[config.mk]
export PLATFORM = sky130hd
export DESIGN_NAME = pcm_fade_in_out_ramp
export DESIGN_NICKNAME = d
export VERILOG_FILES = /design/src/rtl/core/pcmfade_pkg.sv /design/src/rtl/core/pcmfade_scale.sv /design/src/rtl/core/pcm_fade_in_out_ramp.sv
export SDC_FILE = /design/constraint.sdc
export NUM_CORES = 1
export LEC_CHECK = 0
export BUFFER_PORTS_ARGS = -buffer_cell sky130_fd_sc_hd__buf_2
export CAP_MARGIN = 20
export CORE_MARGIN = 8
export CORE_UTILIZATION = 35
export DETAILED_ROUTE_END_ITERATION = 10
export GPL_TIMING_DRIVEN = 0
export SLEW_MARGIN = 25
export SYNTH_ARGS = -nofsm -noshare
export SYNTH_HDL_FRONTEND = slang
export SYNTH_SLANG_ARGS = --single-unit
[constraint.sdc]
create_clock -name clock -period 20.9 [get_ports clock]
set_input_delay 2.09 -clock clock [delete_from_list [all_inputs] [get_ports clock]]
set_output_delay 2.09 -clock clock [all_outputs]
set_load 0.02 [all_outputs]
[src/rtl/core/pcmfade_pkg.sv]
// ----------------------------------------------------------------------------
// pcmfade_pkg
// Shared types, codes and sizes for the linear PCM fade ramp.
// ----------------------------------------------------------------------------
package pcmfade_pkg;

   localparam int FADE_STEPS   = 16;
   localparam int MAX_FRAMES   = 4096;
   localparam int MAX_CHANNELS = 8;

   localparam int SAMPLE_W  = 16;
   localparam int CFG_FRM_W = 13;
   localparam int CFG_CH_W  = 4;
   localparam int CSR_W     = 13;
   localparam int CSR_IDX_W = 1;

   localparam int FRM_W  = $clog2(MAX_FRAMES + 1);
   localparam int FIDX_W = (MAX_FRAMES > 1) ? $clog2(MAX_FRAMES) : 1;
   localparam int CH_W   = $clog2(MAX_CHANNELS);
   localparam int STEP_W = $clog2(FADE_STEPS + 1);
   localparam int NUM_W  = $clog2(FADE_STEPS * MAX_FRAMES + 1);
   localparam int PROD_W = SAMPLE_W + NUM_W;

   localparam int MUL_CYCLES = NUM_W;
   localparam int DIV_CYCLES = SAMPLE_W;
   localparam int CNT_W      = $clog2((MUL_CYCLES > DIV_CYCLES) ? MUL_CYCLES : DIV_CYCLES);

   // item kinds
   localparam logic [1:0] KIND_SAMPLE   = 2'd0;
   localparam logic [1:0] KIND_FADE_OUT = 2'd1;
   localparam logic [1:0] KIND_FADE_IN  = 2'd2;
   localparam logic [1:0] KIND_CANCEL   = 2'd3;

   // fade modes
   localparam logic [1:0] MODE_NONE = 2'd0;
   localparam logic [1:0] MODE_OUT  = 2'd1;
   localparam logic [1:0] MODE_IN   = 2'd2;

   // register indexes
   localparam logic [CSR_IDX_W-1:0] REG_FRAMES   = 1'b0;
   localparam logic [CSR_IDX_W-1:0] REG_CHANNELS = 1'b1;

   typedef struct packed {
      logic [1:0]                 kind;
      logic signed [SAMPLE_W-1:0] sample_in;
   } req_type;

   typedef struct packed {
      logic signed [SAMPLE_W-1:0] sample_out;
      logic                       buffer_last;
      logic [1:0]                 fade_state;
   } rsp_type;

   // one scaling job: |s| * num / den, sign applied at the end
   typedef struct packed {
      logic [SAMPLE_W-1:0] mag;
      logic                neg;
      logic [NUM_W-1:0]    num;
      logic [NUM_W-1:0]    den;
   } job_type;

   typedef struct packed {
      logic idle;
      logic done;
   } stat_type;

endpackage

[src/rtl/core/pcmfade_scale.sv]
// ----------------------------------------------------------------------------
// pcmfade_scale
// Bit-serial scaler: shift-add multiply of the sample magnitude by the gain
// numerator, then restoring division by the denominator, one bit per cycle.
// ----------------------------------------------------------------------------
module pcmfade_scale (
   input  logic                                   clock,
   input  logic                                   reset,
   input  logic                                   start,
   input  pcmfade_pkg::job_type                   job,
   input  logic                                   take,
   output pcmfade_pkg::stat_type                  stat,
   output logic signed [pcmfade_pkg::SAMPLE_W-1:0] result
);

   typedef enum logic [3:0] {
      ST_IDLE = 4'b0001,
      ST_MUL  = 4'b0010,
      ST_DIV  = 4'b0100,
      ST_DONE = 4'b1000
   } state_type;

   state_type state_ff, state_in;

   logic [pcmfade_pkg::CNT_W-1:0]    count_ff, count_in;
   logic [pcmfade_pkg::PROD_W-1:0]   acc_ff, acc_in;
   logic [pcmfade_pkg::PROD_W-1:0]   mcand_ff, mcand_in;
   logic [pcmfade_pkg::NUM_W-1:0]    mplier_ff, mplier_in;
   logic [pcmfade_pkg::NUM_W-1:0]    den_ff, den_in;
   logic [pcmfade_pkg::NUM_W-1:0]    rem_ff, rem_in;
   logic [pcmfade_pkg::SAMPLE_W-1:0] low_ff, low_in;
   logic                             neg_ff, neg_in;

   logic [pcmfade_pkg::PROD_W-1:0]   acc_sum;
   logic [pcmfade_pkg::NUM_W:0]      trial;
   logic                             qbit;

   assign acc_sum = acc_ff + (mplier_ff[0] ? mcand_ff : '0);
   assign trial   = {rem_ff, low_ff[pcmfade_pkg::SAMPLE_W-1]};
   assign qbit    = (trial >= {1'b0, den_ff});

   always_comb begin
      state_in  = state_ff;
      count_in  = count_ff;
      acc_in    = acc_ff;
      mcand_in  = mcand_ff;
      mplier_in = mplier_ff;
      den_in    = den_ff;
      rem_in    = rem_ff;
      low_in    = low_ff;
      neg_in    = neg_ff;
      unique case (state_ff)
         ST_IDLE: begin
            if (start) begin
               state_in  = ST_MUL;
               count_in  = '0;
               acc_in    = '0;
               mcand_in  = pcmfade_pkg::PROD_W'(job.mag);
               mplier_in = job.num;
               den_in    = job.den;
               neg_in    = job.neg;
            end
         end
         ST_MUL: begin
            acc_in    = acc_sum;
            mcand_in  = {mcand_ff[pcmfade_pkg::PROD_W-2:0], 1'b0};
            mplier_in = {1'b0, mplier_ff[pcmfade_pkg::NUM_W-1:1]};
            count_in  = count_ff + 1'b1;
            if (count_ff == pcmfade_pkg::CNT_W'(pcmfade_pkg::MUL_CYCLES - 1)) begin
               // quotient fits the sample width, so the top part is below den
               state_in = ST_DIV;
               count_in = '0;
               rem_in   = acc_sum[pcmfade_pkg::PROD_W-1:pcmfade_pkg::SAMPLE_W];
               low_in   = acc_sum[pcmfade_pkg::SAMPLE_W-1:0];
            end
         end
         ST_DIV: begin
            rem_in   = qbit ? pcmfade_pkg::NUM_W'(trial - {1'b0, den_ff})
                            : pcmfade_pkg::NUM_W'(trial);
            low_in   = {low_ff[pcmfade_pkg::SAMPLE_W-2:0], qbit};
            count_in = count_ff + 1'b1;
            if (count_ff == pcmfade_pkg::CNT_W'(pcmfade_pkg::DIV_CYCLES - 1)) begin
               state_in = ST_DONE;
            end
         end
         ST_DONE: begin
            if (take) begin
               state_in = ST_IDLE;
            end
         end
         default: begin
            state_in = ST_IDLE;
         end
      endcase
   end

   always_ff @(posedge clock) begin
      if (reset) begin
         state_ff <= ST_IDLE;
      end else begin
         state_ff <= state_in;
      end
      count_ff  <= count_in;
      acc_ff    <= acc_in;
      mcand_ff  <= mcand_in;
      mplier_ff <= mplier_in;
      den_ff    <= den_in;
      rem_ff    <= rem_in;
      low_ff    <= low_in;
      neg_ff    <= neg_in;
   end

   assign stat.idle = (state_ff == ST_IDLE);
   assign stat.done = (state_ff == ST_DONE);
   assign result    = neg_ff ? -$signed(low_ff) : $signed(low_ff);

endmodule

[src/rtl/core/pcm_fade_in_out_ramp.sv]
// ----------------------------------------------------------------------------
// pcm_fade_in_out_ramp
// Linear fade-in / fade-out over a number of buffers for interleaved 16-bit
// PCM, exact rational gain with truncation toward zero.
// ----------------------------------------------------------------------------
//  channel | direction | ports                              | moves
//  req     | in        | req_valid, req_stall, req_data     | sample or command
//  rsp     | out       | rsp_valid, rsp_stall, rsp_data     | scaled sample
//  csr     | in        | csr_write_en, csr_index, csr_wdata | register write
//
//  a command gives no result
//  a sample passes through the bit-serial multiplier and divider before its
//  result reaches the output register
//  req_stall is high while the scaler holds a sample; a result waiting in
//  the output register does not block the next item
//  reset (synchronous) restores registers and fade state, no clearing pass
// ----------------------------------------------------------------------------
module pcm_fade_in_out_ramp (
   input  logic                                clock,
   input  logic                                reset,
   input  logic                                req_valid,
   output logic                                req_stall,
   input  pcmfade_pkg::req_type                req_data,
   output logic                                rsp_valid,
   input  logic                                rsp_stall,
   output pcmfade_pkg::rsp_type                rsp_data,
   input  logic                                csr_write_en,
   input  logic [pcmfade_pkg::CSR_IDX_W-1:0]   csr_index,
   input  logic [pcmfade_pkg::CSR_W-1:0]       csr_wdata
);

   logic [pcmfade_pkg::CFG_FRM_W-1:0] frames_ff;
   logic [pcmfade_pkg::CFG_CH_W-1:0]  channels_ff;

   logic [1:0]                        fade_mode_ff, fade_mode_in;
   logic [1:0]                        active_ff, active_in;
   logic [pcmfade_pkg::STEP_W-1:0]    step_ff, step_in;
   logic [pcmfade_pkg::FIDX_W-1:0]    frame_ff, frame_in;
   logic [pcmfade_pkg::CH_W-1:0]      chan_ff, chan_in;

   logic                              last_ff, last_in;
   logic [1:0]                        state_out_ff;
   logic                              rsp_valid_ff;
   pcmfade_pkg::rsp_type              rsp_data_ff;

   logic [pcmfade_pkg::FRM_W-1:0]     f_eff;
   logic [pcmfade_pkg::CFG_CH_W-1:0]  c_eff;
   logic [pcmfade_pkg::FRM_W-1:0]     n_sat;
   logic [pcmfade_pkg::FRM_W-1:0]     frame_ext;
   logic [pcmfade_pkg::STEP_W+pcmfade_pkg::FRM_W-1:0] base;
   logic [pcmfade_pkg::STEP_W+pcmfade_pkg::FRM_W-1:0] den_wide;

   logic                              accept;
   logic                              sample_go;
   logic                              transfer;
   pcmfade_pkg::job_type              job;
   pcmfade_pkg::stat_type             stat;
   logic signed [pcmfade_pkg::SAMPLE_W-1:0] scaled;

   // configuration registers
   always_ff @(posedge clock) begin
      if (reset) begin
         frames_ff   <= pcmfade_pkg::CFG_FRM_W'(1024);
         channels_ff <= pcmfade_pkg::CFG_CH_W'(2);
      end else if (csr_write_en) begin
         unique case (csr_index)
            pcmfade_pkg::REG_FRAMES: begin
               frames_ff <= csr_wdata[pcmfade_pkg::CFG_FRM_W-1:0];
            end
            pcmfade_pkg::REG_CHANNELS: begin
               channels_ff <= csr_wdata[pcmfade_pkg::CFG_CH_W-1:0];
            end
            default: begin
            end
         endcase
      end
   end

   // saturated buffer geometry
   always_comb begin
      if (frames_ff == '0) begin
         f_eff = pcmfade_pkg::FRM_W'(1);
      end else if (frames_ff > pcmfade_pkg::MAX_FRAMES) begin
         f_eff = pcmfade_pkg::FRM_W'(pcmfade_pkg::MAX_FRAMES);
      end else begin
         f_eff = pcmfade_pkg::FRM_W'(frames_ff);
      end
      if (channels_ff == '0) begin
         c_eff = pcmfade_pkg::CFG_CH_W'(1);
      end else if (channels_ff > pcmfade_pkg::MAX_CHANNELS) begin
         c_eff = pcmfade_pkg::CFG_CH_W'(pcmfade_pkg::MAX_CHANNELS);
      end else begin
         c_eff = channels_ff;
      end
   end

   assign frame_ext = pcmfade_pkg::FRM_W'(frame_ff);
   assign n_sat     = (frame_ext > f_eff - 1'b1) ? f_eff - 1'b1 : frame_ext;
   // step used in the gain is the one held before this sample
   assign base      = (pcmfade_pkg::STEP_W+pcmfade_pkg::FRM_W)'(step_ff) *
                      (pcmfade_pkg::STEP_W+pcmfade_pkg::FRM_W)'(f_eff);
   assign den_wide  = (pcmfade_pkg::STEP_W+pcmfade_pkg::FRM_W)'(pcmfade_pkg::FADE_STEPS) *
                      (pcmfade_pkg::STEP_W+pcmfade_pkg::FRM_W)'(f_eff);

   assign req_stall = !stat.idle;
   assign accept    = req_valid && !req_stall;
   assign sample_go = accept && (req_data.kind == pcmfade_pkg::KIND_SAMPLE);
   assign transfer  = stat.done && (!rsp_valid_ff || !rsp_stall);

   // fade state, position counters and the job for the scaler
   always_comb begin
      logic [1:0] cur_active;
      logic       frame_wrap;

      fade_mode_in = fade_mode_ff;
      active_in    = active_ff;
      step_in      = step_ff;
      frame_in     = frame_ff;
      chan_in      = chan_ff;
      last_in      = last_ff;
      cur_active   = active_ff;
      frame_wrap   = 1'b0;

      job.mag = req_data.sample_in[pcmfade_pkg::SAMPLE_W-1]
              ? pcmfade_pkg::SAMPLE_W'(-req_data.sample_in)
              : pcmfade_pkg::SAMPLE_W'(req_data.sample_in);
      job.neg = req_data.sample_in[pcmfade_pkg::SAMPLE_W-1];
      job.den = pcmfade_pkg::NUM_W'(den_wide);
      job.num = pcmfade_pkg::NUM_W'(den_wide);

      if (frame_ff == '0 && chan_ff == '0) begin
         if (fade_mode_ff == pcmfade_pkg::MODE_OUT && step_ff != '0) begin
            cur_active = pcmfade_pkg::MODE_OUT;
         end else if (fade_mode_ff == pcmfade_pkg::MODE_IN &&
                      step_ff != pcmfade_pkg::STEP_W'(pcmfade_pkg::FADE_STEPS)) begin
            cur_active = pcmfade_pkg::MODE_IN;
         end else begin
            cur_active = pcmfade_pkg::MODE_NONE;
         end
      end

      if (cur_active == pcmfade_pkg::MODE_OUT) begin
         job.num = pcmfade_pkg::NUM_W'(base - n_sat);
      end else if (cur_active == pcmfade_pkg::MODE_IN) begin
         job.num = pcmfade_pkg::NUM_W'(base + n_sat + 1'b1);
      end

      if (accept) begin
         case (req_data.kind)
            pcmfade_pkg::KIND_FADE_OUT: begin
               if (fade_mode_ff == pcmfade_pkg::MODE_NONE) begin
                  step_in = pcmfade_pkg::STEP_W'(pcmfade_pkg::FADE_STEPS);
               end
               fade_mode_in = pcmfade_pkg::MODE_OUT;
            end
            pcmfade_pkg::KIND_FADE_IN: begin
               if (fade_mode_ff == pcmfade_pkg::MODE_NONE) begin
                  step_in = '0;
               end
               fade_mode_in = pcmfade_pkg::MODE_IN;
            end
            pcmfade_pkg::KIND_CANCEL: begin
               fade_mode_in = pcmfade_pkg::MODE_NONE;
               active_in    = pcmfade_pkg::MODE_NONE;
               step_in      = pcmfade_pkg::STEP_W'(pcmfade_pkg::FADE_STEPS);
            end
            default: begin
               active_in = cur_active;
               if (pcmfade_pkg::CFG_CH_W'(chan_ff) + 1'b1 >= c_eff) begin
                  chan_in = '0;
                  if (frame_ext + 1'b1 >= f_eff) begin
                     frame_in   = '0;
                     frame_wrap = 1'b1;
                  end else begin
                     frame_in = frame_ff + 1'b1;
                  end
               end else begin
                  chan_in = chan_ff + 1'b1;
               end
               last_in = frame_wrap;
               if (frame_wrap) begin
                  if (cur_active == pcmfade_pkg::MODE_OUT && step_ff != '0) begin
                     step_in = step_ff - 1'b1;
                  end else if (cur_active == pcmfade_pkg::MODE_IN &&
                               step_ff != pcmfade_pkg::STEP_W'(pcmfade_pkg::FADE_STEPS)) begin
                     step_in = step_ff + 1'b1;
                  end
                  if (fade_mode_ff == pcmfade_pkg::MODE_OUT && step_in == '0) begin
                     fade_mode_in = pcmfade_pkg::MODE_NONE;
                  end else if (fade_mode_ff == pcmfade_pkg::MODE_IN &&
                               step_in == pcmfade_pkg::STEP_W'(pcmfade_pkg::FADE_STEPS)) begin
                     fade_mode_in = pcmfade_pkg::MODE_NONE;
                  end
               end
            end
         endcase
      end
   end

   always_ff @(posedge clock) begin
      if (reset) begin
         fade_mode_ff <= pcmfade_pkg::MODE_NONE;
         active_ff    <= pcmfade_pkg::MODE_NONE;
         step_ff      <= pcmfade_pkg::STEP_W'(pcmfade_pkg::FADE_STEPS);
         frame_ff     <= '0;
         chan_ff      <= '0;
         rsp_valid_ff <= 1'b0;
      end else begin
         fade_mode_ff <= fade_mode_in;
         active_ff    <= active_in;
         step_ff      <= step_in;
         frame_ff     <= frame_in;
         chan_ff      <= chan_in;
         if (transfer) begin
            rsp_valid_ff <= 1'b1;
         end else if (!rsp_stall) begin
            rsp_valid_ff <= 1'b0;
         end
      end
      last_ff <= last_in;
      if (sample_go) begin
         state_out_ff <= fade_mode_in;
      end
      if (transfer) begin
         rsp_data_ff.sample_out  <= scaled;
         rsp_data_ff.buffer_last <= last_ff;
         rsp_data_ff.fade_state  <= state_out_ff;
      end
   end

   pcmfade_scale u_scale (
      .clock  (clock),
      .reset  (reset),
      .start  (sample_go),
      .job    (job),
      .take   (transfer),
      .stat   (stat),
      .result (scaled)
   );

   assign rsp_valid = rsp_valid_ff;
   assign rsp_data  = rsp_data_ff;

endmodule

==> flow_metrics.env, run 1 <==
export IMPL_worstSetupPathType="flop to flop"
export IMPL_start_kind="flop"
export IMPL_synth_distinct_cells=89
export IMPL_firstDrtPassIters=6
export IMPL_relSlewSlack=0.3467
export IMPL_grt_max_degree=50
export IMPL_layout_commonest_cell="nand2_1"
export IMPL_maxCapViolations=0
export IMPL_diodes=0
export IMPL_grt_overflow_total=0
export IMPL_min_period_ns=8.197
export IMPL_final_cell_mix="nand2_1 (196), nor2_1 (169), edfxtp_1 (157), ha_1 (141), inv_1 (134)"
export IMPL_track_usage=0.1637
export IMPL_io_buffers=57
export IMPL_place_inst=2465
export IMPL_fp_coreArea_um2=46160
export IMPL_slew_viol_final=0
export IMPL_critPathMaxFanout=10
export IMPL_holdBufCountCts=0
export IMPL_ys_seq_area_frac=0.3473
export IMPL_hpwl_mm=34.67
export IMPL_syn_nets=2012
export IMPL_synth_edf_count=157
export IMPL_drc=0
export IMPL_cts_root_buf="clkbuf_16"
export IMPL_hold_viol=0
export IMPL_power_density_nw_per_um2=57.97
export IMPL_syn2layout_area_growth_pct=12.15
export IMPL_cts_resized=0
export IMPL_rsz0062_at_grt="no"
export IMPL_antenna_found_initial=0
export IMPL_cp_buffers_inverters=5
export IMPL_synth_seq_cells=203
export IMPL_cts_setup_buffers=0
export IMPL_slowest_stage="o311ai_0"
export IMPL_setup_worst_path_end_class="flop"
export IMPL_postRouteAntennaNets=0
export IMPL_worst_ep_arrival_time_ns=8.46
export IMPL_status="complete, no violations"
export IMPL_h_tree_depth=1
export IMPL_routed_wl_mm=44.91
export IMPL_cts_buffers=25
export IMPL_hp_class="flop to flop"
export IMPL_slowest_delay_ns=0.59
export IMPL_clkLatencyLatePin_ns=0.54
export IMPL_grt_pass1_vias=13240
export IMPL_synthCells=1798
export IMPL_viasPerCell=5.345
export IMPL_globalplace_congestion=0.8878
export IMPL_synthFlopType="edfxtp_1"
export IMPL_p_leak_nw=7.559
export IMPL_min_period_over_period=0.3922
export IMPL_die_w_um=231.3
export IMPL_cp_top_family="compound AO/OA/AOI/OAI gates"
export IMPL_skew_ns=0.007552
export IMPL_grt_pass1_wl_mm=71.06
export IMPL_yosysWarnings=0
export IMPL_dr_total_vias=13410
export IMPL_ioPinCount=58
export IMPL_drtIter0Drc=878
export IMPL_start_util=0.3515
export IMPL_tns_ns=0
export IMPL_die_area_um2=53500
export IMPL_ir_drop_mv=0.05215
export IMPL_final_cells=2509
export IMPL_fmax_ghz=0.1220
export IMPL_syn_area_um2=16230
export IMPL_syn_mean_instance_area_um2=9.024
export IMPL_setup_violations=0
export IMPL_wl_per_cell_um=17.90
export IMPL_tritoncts="built"
export IMPL_ctsLongestPathBuffers=3
export IMPL_drive_above_1_share=0.08254
export IMPL_async_flop_share=0
export IMPL_worst_pin_slew_ns=0.9800
export IMPL_nNetsFinal=2099
export IMPL_rows=79
export IMPL_clock_sinks=203
export IMPL_clk_pin_slew_ns=0.06
export IMPL_die_h_um=231.3
export IMPL_required_ns=21.16
-- per-layer routing --
| layer | wire length (µm) | GRT usage | vias up |
|---|---|---|---|
| li1 | - | - | 6560 |
| met1 | 19920 | 0.2089 | 6445 |
| met2 | 21550 | 0.2835 | 333 |
| met3 | 1906 | 0.01871 | 72 |
| met4 | 1538 | 0.05722 | 0 |
| met5 | 0 | 0 | - |
-- area by class of cell --
type,instances,area [µm²]
plain buffers,71,291.5
clock buffers,29,640.6
clock inverters,15,187.7
fillers,4663,27960
inverters,136,510.5
multi-input cells,1388,9824
flip-flops and latches,203,5635
well taps,607,759.5
repair buffers,60,347.8
-- synthesized netlist by cell type, drive strengths merged (15+ instances only) --
master / n / area [µm²]
nor2b: 32 / 200.2
or3: 17 / 106.4
o21ai: 118 / 590.6
mux2: 20 / 232.7
nand2: 198 / 750.7
clkbuf: 46 / 172.7
buf: 25 / 118.9
dfxtp: 46 / 920.9
edfxtp: 157 / 4715
a21oi: 111 / 555.5
xor2: 46 / 402.9
o21a: 19 / 142.6
mux2i: 22 / 232.7
and2: 65 / 406.6
a21o: 39 / 292.8
ha: 141 / 1764
nand3: 33 / 170.2
o31ai: 15 / 112.6
fa: 36 / 720.7
nor3: 23 / 125.1
inv: 135 / 506.7
xnor2: 65 / 569.3
nor2: 169 / 634.4
-- sequential cells by signal, summed over array words and instances, names as in the netlist --
signal             count
u_scale.mcand_ff      33
active_ff              2
chan_ff                3
frames_ff             13
u_scale.rem_ff        17
fade_mode_ff           2
last_ff                1
u_scale.count_ff       5
u_scale.den_ff        13
u_scale.neg_ff         1
step_ff                5
rsp_data              19
rsp_valid              1
u_scale.mplier_ff     17
u_scale.state_ff       4
channels_ff            4
frame_ff              12
u_scale.low_ff        16
u_scale.acc_ff        33
state_out_ff           2
-- where the power goes --
group	internal (mW)	switching (mW)	leakage, nW
combinational	0.0594	0.0975	5.33
clock	0.269	0.176	0.407
sequential	0.446	0.00639	1.82
total	0.775	0.280	7.56
-- kinds of logic after synthesis --
family | synth area share
AO/OA/AOI/OAI | 0.1714
XOR/XNOR | 0.05992
adder cells (fa/ha/maj) | 0.1531
buffers and inverters | 0.04943
flip-flops | 0.3473
multiplexers | 0.02869
other | 0.0004628
AND/OR/NAND/NOR | 0.1896
-- final timing paths --
path	cells past startpoint	slack, ns	endpoint	startpoint
worst max-delay path	29	12.70	u_scale.mplier_ff[15]	frames_ff[9]
worst min register to register	0	0.43	rsp_data[1]	state_out_ff[1]
worst min-delay path	0	0.43	rsp_data[1]	state_out_ff[1]
worst max register to register	29	12.70	u_scale.mplier_ff[15]	frames_ff[9]
-- through the flow --
stage	power (mW)	utilization	hold slack [ns]	cell area, µm²	worst slack (ns)
CTS	1.064	0.3942	0.4340	18200	12.90
global route	1.097	0.3942	0.4431	18200	12.24
detailed placement	0.6155	0.3763	0.4202	17370	12.94
floorplan	0.5705	-	0.4003	16230	14.35
global placement	0.6121	0.3741	0.4065	17270	13.06
finish	1.055	0.3942	0.4307	18200	12.70
Note: power is estimated with default switching activity, not from simulation.
==> run 2: changes to the inputs <==
ABC_AREA = 1   (was unset)
clock period = 7.6 ns   (was 20.9 ns; I/O delays follow)
==> flow_metrics.env, run 2 <==
export IMPL_hold_viol=0
export IMPL_p_int_mw=2.643
export IMPL_cp_top_family="adder cells"
export IMPL_synthTopCellsByArea="edfxtp_1 (29%), ha_1 (11%), nand2_1 (10%), inv_1 (7.2%), dfxtp_1 (5.6%)"
export IMPL_nNetsFinal=2459
export IMPL_synthFlopType="edfxtp_1"
export IMPL_async_flop_share=0
export IMPL_status="complete, no violations"
export IMPL_seqPwrFrac=0.330
export IMPL_p_comb_frac=0.411
export IMPL_grt_pass1_wl_mm=74.28
export IMPL_setup_worst_path_end_class="flop"
export IMPL_synthCells=2159
export IMPL_syn_nets=2373
export IMPL_slowest_stage="fa_1"
export IMPL_ys_seq_area_frac=0.3429
export IMPL_drive_above_1_share=0.06546
export IMPL_synth_seq_cells=203
export IMPL_h_tree_depth=1
export IMPL_syn_area_um2=16440
export IMPL_crit_path_start="frames_ff[11]"
export IMPL_syn_mean_instance_area_um2=7.613
export IMPL_grt_max_degree=54
export IMPL_worst_ep_arrival_time_ns=7.43
export IMPL_cpMostUsedCell="inv_1"
export IMPL_synth_edf_count=157
export IMPL_cts_root_buf="clkbuf_16"
export IMPL_grt_pass1_vias=14370
export IMPL_cts_setup_buffers=0
export IMPL_worstSetupPathType="flop to flop"
export IMPL_cts_buffers=25
export IMPL_totalPowerFinal_mw=4.427
export IMPL_antenna_found_initial=0
export IMPL_tritoncts="built"
export IMPL_dr_total_vias=14620
export IMPL_min_period_over_period=0.9416
export IMPL_p_sw_frac=0.4030
export IMPL_io_buffers=56
export IMPL_synth_distinct_cells=53
export IMPL_critPathCapture="u_scale.mplier_ff[14]"
export IMPL_start_kind="flop"
export IMPL_synthTopCellsByCount="nand2_1 (436), inv_1 (317), nor2_1 (243), a21oi_1 (173)"
export IMPL_synth_area_leader_cell="edfxtp_1"
export IMPL_die_area_um2=54150
export IMPL_globalplace_congestion=0.9320
export IMPL_p_leak_nw=8.473
export IMPL_ctsLongestPathBuffers=3
export IMPL_worst_pin_slew_ns=0.9579
export IMPL_drtIter0Drc=1120
export IMPL_die_w_um=232.7
export IMPL_hpwl_mm=37.55
export IMPL_fmax_ghz=0.1397
export IMPL_start_util=0.3538
export IMPL_relSlewSlack=0.3590
export IMPL_ir_drop_mv=0.1776
export IMPL_r2r_end="u_scale.mplier_ff[14]"
export IMPL_maxCapViolations=0
export IMPL_layout_commonest_cell="nand2_1"
export IMPL_min_period_ns=7.156
export IMPL_hp_class="flop to flop"
export IMPL_clk_pin_slew_ns=0.06
export IMPL_drc=0
export IMPL_final_cells=2868
export IMPL_diodes=0
export IMPL_yosysTopAreaCellShare=0.2868
export IMPL_r2r_cells=32
export IMPL_place_inst=2825
export IMPL_tns_ns=0
export IMPL_fp_coreArea_um2=46460
export IMPL_postRouteAntennaNets=0
export IMPL_ioPinCount=58
export IMPL_clock_sinks=203
export IMPL_syn2layout_area_growth_pct=11.81
export IMPL_reg2reg_slack_ns=0.44
export IMPL_multi_input_area_um2=9369
export IMPL_routed_wl_mm=46.57
export IMPL_regArea_um2=5635
export IMPL_track_usage=0.1693
export IMPL_die_h_um=232.7
export IMPL_rows=79
export IMPL_firstDrtPassIters=5
export IMPL_required_ns=7.88
export IMPL_cp_depth=32
export IMPL_slowest_delay_ns=0.56
export IMPL_p_switching_mw=1.784
export IMPL_rsz0062_at_grt="no"
export IMPL_power_density_nw_per_um2=240.9
export IMPL_critPathMaxFanout=8
export IMPL_yosysWarnings=0
export IMPL_grt_overflow_total=0
export IMPL_final_cell_mix="nand2_1 (435), inv_1 (317), nor2_1 (240), a21oi_1 (172), edfxtp_1 (157)"
export IMPL_n_fill_cell=4861
export IMPL_viasPerCell=5.097
export IMPL_slew_viol_final=0
export IMPL_yosysMostFrequentCell="nand2_1"
export IMPL_p_clk_frac=0.260
export IMPL_clkLatencyLatePin_ns=0.54
export IMPL_skew_ns=0.02198
export IMPL_cp_buffers_inverters=7
export IMPL_r2r_start="frames_ff[11]"
export IMPL_wl_per_cell_um=16.24
export IMPL_setup_violations=0
## run 2: cell count changes after synthesis, moves of 34 or more
cell / before / now
a21o_1: 39 / 5
a21oi_1: 111 / 173
and2_1: 65 / 2
inv_1: 134 / 317
nand2_1: 197 / 436
nand3_1: 32 / 95
nor2_1: 169 / 243
o21ai_0: 117 / 157
## run 2: power by group through the flow
stage	logic [mW]	registers, mW	clock network, mW
2_1_floorplan	1.30	1.46	0
3_3_place_gp	1.77	1.49	0
3_5_place_dp	1.80	1.48	0
4_1_cts	1.81	1.46	1.17
5_1_grt	2.05	1.47	1.21
6_report	1.82	1.46	1.15
## run 2: how the worst min path moves through the flow
| stage | startpoint | endpoint | slack (ns) | cells past startpoint |
|---|---|---|---|---|
| floorplan | state_out_ff[0] | rsp_data[0] | 0.40 | 0 |
| global placement | last_ff | rsp_data[2] | 0.41 | 0 |
| detailed placement | last_ff | rsp_data[2] | 0.41 | 0 |
| CTS | csr_wdata[7] | frames_ff[7] | 0.42 | 3 |
| global route | last_ff | rsp_data[2] | 0.43 | 0 |
| finish | state_out_ff[1] | rsp_data[1] | 0.42 | 0 |
## run 2: metrics by stage
step                      instance area (µm²)    util  hold slack, ns  worst slack (ns)
after global routing                    18380  0.3956          0.4338           0.05362
after CTS                               18360  0.3951          0.4207           0.06335
after global placement                  17480  0.3762          0.4093            0.1432
final                                   18380  0.3956          0.4232            0.4440
after detailed placement                17580  0.3783          0.4146           0.09784
after floorplan                         16440       -          0.4003             1.737
## run 2: per-layer routing
metal,GRT usage,part of all wire,wire [µm]
met1,0.2138,0.44,20490
met2,0.2961,0.48,22430
met3,0.02058,0.047,2210
met4,0.05670,0.031,1437
met5,0,0,0
## run 2: layout make-up
| cell class | instances | share of cell area |
|---|---|---|
| tap | 607 | 0.04133 |
| inverter | 330 | 0.06761 |
| clock buffer | 35 | 0.03826 |
| clock inverter | 8 | 0.004085 |
| multi-input combinational | 1565 | 0.5098 |
| sequential | 203 | 0.3066 |
| buffer | 61 | 0.01362 |
| timing repair buffer | 59 | 0.01865 |
## run 2: logic make-up (layout without fill, tap and decap cells)
group           count (synthesis)  after routing  share of synthesized area
flops                         203            203                     0.3429
xor+xnor                      108            108                    0.05755
fa+ha+maj                     177            177                     0.1512
compound gates                416            416                     0.1398
other cells                     2              2                  0.0004569
buf+inv                       391            493                    0.09059
simple gates                  862            862                     0.2176
## run 2: repair_timing
item	in CTS	in global routing
gates resized for setup	0	6
endpoints found under the setup margin	0	6
hold buffers	0	0
